--- config.mk ---
export PLATFORM = sky130hd
export DESIGN_NAME = tcw_queue
export DESIGN_NICKNAME = d
export VERILOG_FILES = /design/src/rtl/tcw_pkg.sv /design/src/rtl/tcw_queue.sv
export SDC_FILE = /design/constraint.sdc
export NUM_CORES = 1
export LEC_CHECK = 0
export BUFFER_PORTS_ARGS = -buffer_cell sky130_fd_sc_hd__buf_2
export CORE_ASPECT_RATIO = 0.5
export CORE_UTILIZATION = 50
export DETAILED_ROUTE_END_ITERATION = 10
export PLACE_DENSITY = 0.77
export SYNTH_ARGS = -nofsm -noshare
export SYNTH_HDL_FRONTEND = slang
export SYNTH_SLANG_ARGS = --single-unit
--- constraint.sdc ---
create_clock -name clk -period 3.16 [get_ports clk]
set_clock_uncertainty 0.15 [all_clocks]
set_input_delay 0.632 -clock clk [delete_from_list [all_inputs] [get_ports clk]]
set_output_delay 0.632 -clock clk [all_outputs]
set_load 0.01 [all_outputs]
--- src/rtl/tcw_pkg.sv ---
// tcw_pkg: shared types and constants for the text console writer.
// Used by tcw_front, tcw_queue, tcw_back and text_console_writer_with_scroll.
package tcw_pkg;

	localparam int SCREEN_COLUMNS_DEF = 80;
	localparam int SCREEN_LINES_DEF   = 25;

	localparam int MODE_W     = 2;
	localparam int VALUE_W    = 8;
	localparam int INDEX_W    = 11;
	localparam int LINE_OUT_W = 5;
	localparam int COL_OUT_W  = 7;

	localparam logic [7:0] RESET_ATTR   = 8'h0F;
	localparam logic [7:0] NEWLINE_CODE = 8'h0A;
	localparam logic [7:0] BLANK_CHAR   = 8'h00;

	localparam int QUEUE_DEPTH = 2;
	localparam int QPTR_W      = $clog2(QUEUE_DEPTH);
	localparam int QCNT_W      = $clog2(QUEUE_DEPTH + 1);

	typedef enum logic [MODE_W-1:0] {
		MODE_PRINT    = 2'd0,
		MODE_SET_ATTR = 2'd1,
		MODE_CLEAR    = 2'd2,
		MODE_READ     = 2'd3
	} mode_t;

	typedef enum logic [2:0] {
		OP_PRINT,
		OP_NEWLINE,
		OP_SET_ATTR,
		OP_CLEAR,
		OP_READ
	} op_t;

	typedef struct packed {
		op_t                op;
		logic [VALUE_W-1:0] value;
		logic [INDEX_W-1:0] index;
	} cmd_t;

	typedef enum logic [2:0] {
		ST_INIT,
		ST_IDLE,
		ST_READ,
		ST_SCROLL,
		ST_WRITE,
		ST_CLEAR,
		ST_CLR_DONE
	} state_t;

endpackage

--- src/rtl/tcw_queue.sv ---
// tcw_queue: short command queue between the front and the back of the console.
// Depends on tcw_pkg (cmd_t, queue depth constants).
module tcw_queue (
	input  logic          clk,
	input  logic          arst_n,
	input  logic          push,
	input  tcw_pkg::cmd_t wdata,
	output logic          not_full,
	input  logic          pop,
	output logic          not_empty,
	output tcw_pkg::cmd_t rdata
);

	tcw_pkg::cmd_t                entry_q [tcw_pkg::QUEUE_DEPTH];
	logic [tcw_pkg::QPTR_W-1:0]   wr_ptr_q;
	logic [tcw_pkg::QPTR_W-1:0]   rd_ptr_q;
	logic [tcw_pkg::QCNT_W-1:0]   count_q;

	assign not_full  = (count_q != tcw_pkg::QCNT_W'(tcw_pkg::QUEUE_DEPTH));
	assign not_empty = (count_q != '0);
	assign rdata     = entry_q[rd_ptr_q];

	always_ff @(posedge clk) begin
		if (push) begin
			entry_q[wr_ptr_q] <= wdata;
		end
	end

	always_ff @(posedge clk or negedge arst_n) begin
		if (!arst_n) begin
			wr_ptr_q <= '0;
			rd_ptr_q <= '0;
			count_q  <= '0;
		end else begin
			if (push) begin
				wr_ptr_q <= (wr_ptr_q == tcw_pkg::QPTR_W'(tcw_pkg::QUEUE_DEPTH - 1)) ? '0
					: wr_ptr_q + 1'b1;
			end
			if (pop) begin
				rd_ptr_q <= (rd_ptr_q == tcw_pkg::QPTR_W'(tcw_pkg::QUEUE_DEPTH - 1)) ? '0
					: rd_ptr_q + 1'b1;
			end
			if (push && !pop) begin
				count_q <= count_q + 1'b1;
			end else if (pop && !push) begin
				count_q <= count_q - 1'b1;
			end
		end
	end

endmodule

==> metrics.txt <==
Slew HR=0.370; routed len/inst=14.3 µm; critical-path maximum fanout=23; clk sinks=48; initial antenna violation count=0; starting DRC count in detailed routing=about 50; Buffers on Ports=49; R2R setup slack=between 1.5 and 2 ns; Layout Cells excl Fill=190; Arr. time, crit path=about 1.8 ns; status=finished, final reports clean; clk_lat worst skew=slightly below 0.3 ns; pin count of the biggest net entering global routing=24; YS warnings=0; dpl ws=about 0.86 ns; vias=907; H-tree Lvls=2; max cap viols=0; Peak VDD IR=around 0.44 mV; placed cells=181; Post-Place Cell Area=2080 µm²; Reg2Reg Depth=2; Worst-Margin Slew=between 0.9 and 1 ns; ant diodes=0; fin crit period=roughly 2.6 ns; Cell variety after synth=13; Seq/Total Area, Yosys=0.798; Final Max Tran Viols=0; Setup CP Type=reg -> out; Via density=roughly 4.8; worst setup margin=approximately 0.55 ns; share of layout cells above drive strength 1=0.577; P&R area growth vs syn=23.5%; CTS Buf Count=5; multi-input logic area=approximately 340 µm²; routability-driven placement congestion ratio=0.676; Final Setup Violations=0; CP endpoint kind=output pin; fill count=about 230; Max Root-Sink Buffers=2; commonest non-fill, non-tap cell in the layout=buf_2; cell area power density=about 850 nW/µm²; CP required=about 2.4 ns; CTS clock-pin slew for the worst setup and hold paths=around 0.08 ns; final hold vios=0; Hold Crit Depth=1; RSZ-0062 raised after global routing=false; Avg Cell Area, Syn=~21 µm²; synthesized instance count=84; Hold Crit Class=reg -> reg; vias in the first global route=between 900 and 1,000; reg-to-reg startpoint=wr_ptr_q$_DFFE_PN0P_; crit start category=flop; Die Height=44.2 µm; DRC Markers=0; Initial Util=0.558; CTS tree=yes; Die Footprint=around 3800 µm²; most frequent cells in the layout=buf_2, edfxtp_1, mux2_2; Ports=50; Period Utilization, post-route=0.825; First-pass DRT Iterations=3; nets@finish=168; Root Driver=clkbuf_8; final WL=between 2000 and 3000 µm; design area=2200 µm²; CORE AREA=about 3200 µm²; Mapped Nets=about 110; Pleak=0.853 nW; Post-CTS Setup Repair Bufs=0; final setup TNS=0 ns; Peak Freq=383 MHz; gr ovfl total=0; cell row count=14; Netlist Area Pre-Place=approximately 1800 µm²; R2R Path End=entry_q[1][20]$_DFFE_PP_; die width=between 80 and 90 µm; worst setup path startpoint=rd_ptr_q$_DFFE_PN0P_; register bit total from synthesis=48; Total Routing Usage GR=0.159; post_cts resized=0; post-route ant nets=0; first-pass GRT wire length=approximately 4200 µm; Seq. cell area=1420 µm²; hold bufs inserted after CTS=1; dpl hpwl=roughly 1800 µm; crit path to=rdata[11]
logic make-up (layout without fill, tap and decap cells):
| group | after synthesis | after routing | share of synthesized area |
|---|---|---|---|
| fa+ha+maj | 1 | 1 | 0.00703 |
| buf+inv | 3 | 61 | 0.0148 |
| xor+xnor | 5 | 5 | 0.0246 |
| simple gates | 5 | 5 | 0.0162 |
| flops | 48 | 48 | 0.798 |
| mux | 22 | 22 | 0.139 |
stage by stage:
| step | total power [mW] | util | hold slack, ns |
|---|---|---|---|
| global placement | 1.44 | 0.653 | 0.288 |
| finish | 1.86 | 0.690 | 0.364 |
| CTS | 1.88 | 0.690 | 0.364 |
| detailed placement | 1.46 | 0.653 | 0.293 |
| global route | 1.96 | 0.690 | 0.351 |
| floorplan | 1.27 | - | 0.186 |
worst max-delay path, cell delays in order, from the launching register on:
cell and delay, ns:
dfrtp_1 0.97, mux2_2 0.42, buf_2 0.14
registers in the layout, indices dropped and copies added (netlist names):
register,cells
wr_ptr_q,1
rd_ptr_q,1
count_q,2
entry_q,44
final cells by class:
| type | count | area share |
|---|---|---|
| clock buffers | 6 | 0.0330 |
| clock inverters | 2 | 0.0159 |
| inverters | 1 | 0.00171 |
| multi-input cells | 33 | 0.153 |
| flip-flops and latches | 48 | 0.647 |
| well taps | 48 | 0.0273 |
| repair buffers | 52 | 0.123 |
Yosys cell counts (all sizes together):
library cell	n	area share
xnor2	1	0.0049
mux2	22	0.14
inv	1	0.0021
and2	1	0.0035
nor2b	1	0.0035
edfxtp	44	0.74
xor2	4	0.020
or2	1	0.0035
dfrtp	4	0.056
ha	1	0.0070
buf	2	0.013
nand2b	1	0.0035
nor2	1	0.0021
worst min path at each step:
stage,end,from
after CTS,entry_q[0][12]$_DFFE_PP_,wdata[12]
final,wr_ptr_q$_DFFE_PN0P_,wr_ptr_q$_DFFE_PN0P_
after detailed placement,count_q[1]$_DFFE_PN0P_,arst_n
after global placement,count_q[1]$_DFFE_PN0P_,arst_n
after global routing,entry_q[0][19]$_DFFE_PP_,wdata[19]
after floorplan,count_q[0]$_DFFE_PN0P_,arst_n
routing by layer:
metal / GRT usage / part of all wire
met5: 0 / 0
met4: 0.0900 / 0.021
met3: 0.0504 / 0.039
met2: 0.273 / 0.51
met1: 0.185 / 0.43
where the power goes:
group	total (mW)	internal [mW]	switching, mW
clock	0.422	0.235	0.188
sequential	0.947	0.847	0.100
combinational	0.490	0.264	0.227
(Power assumes the default switching activity.)
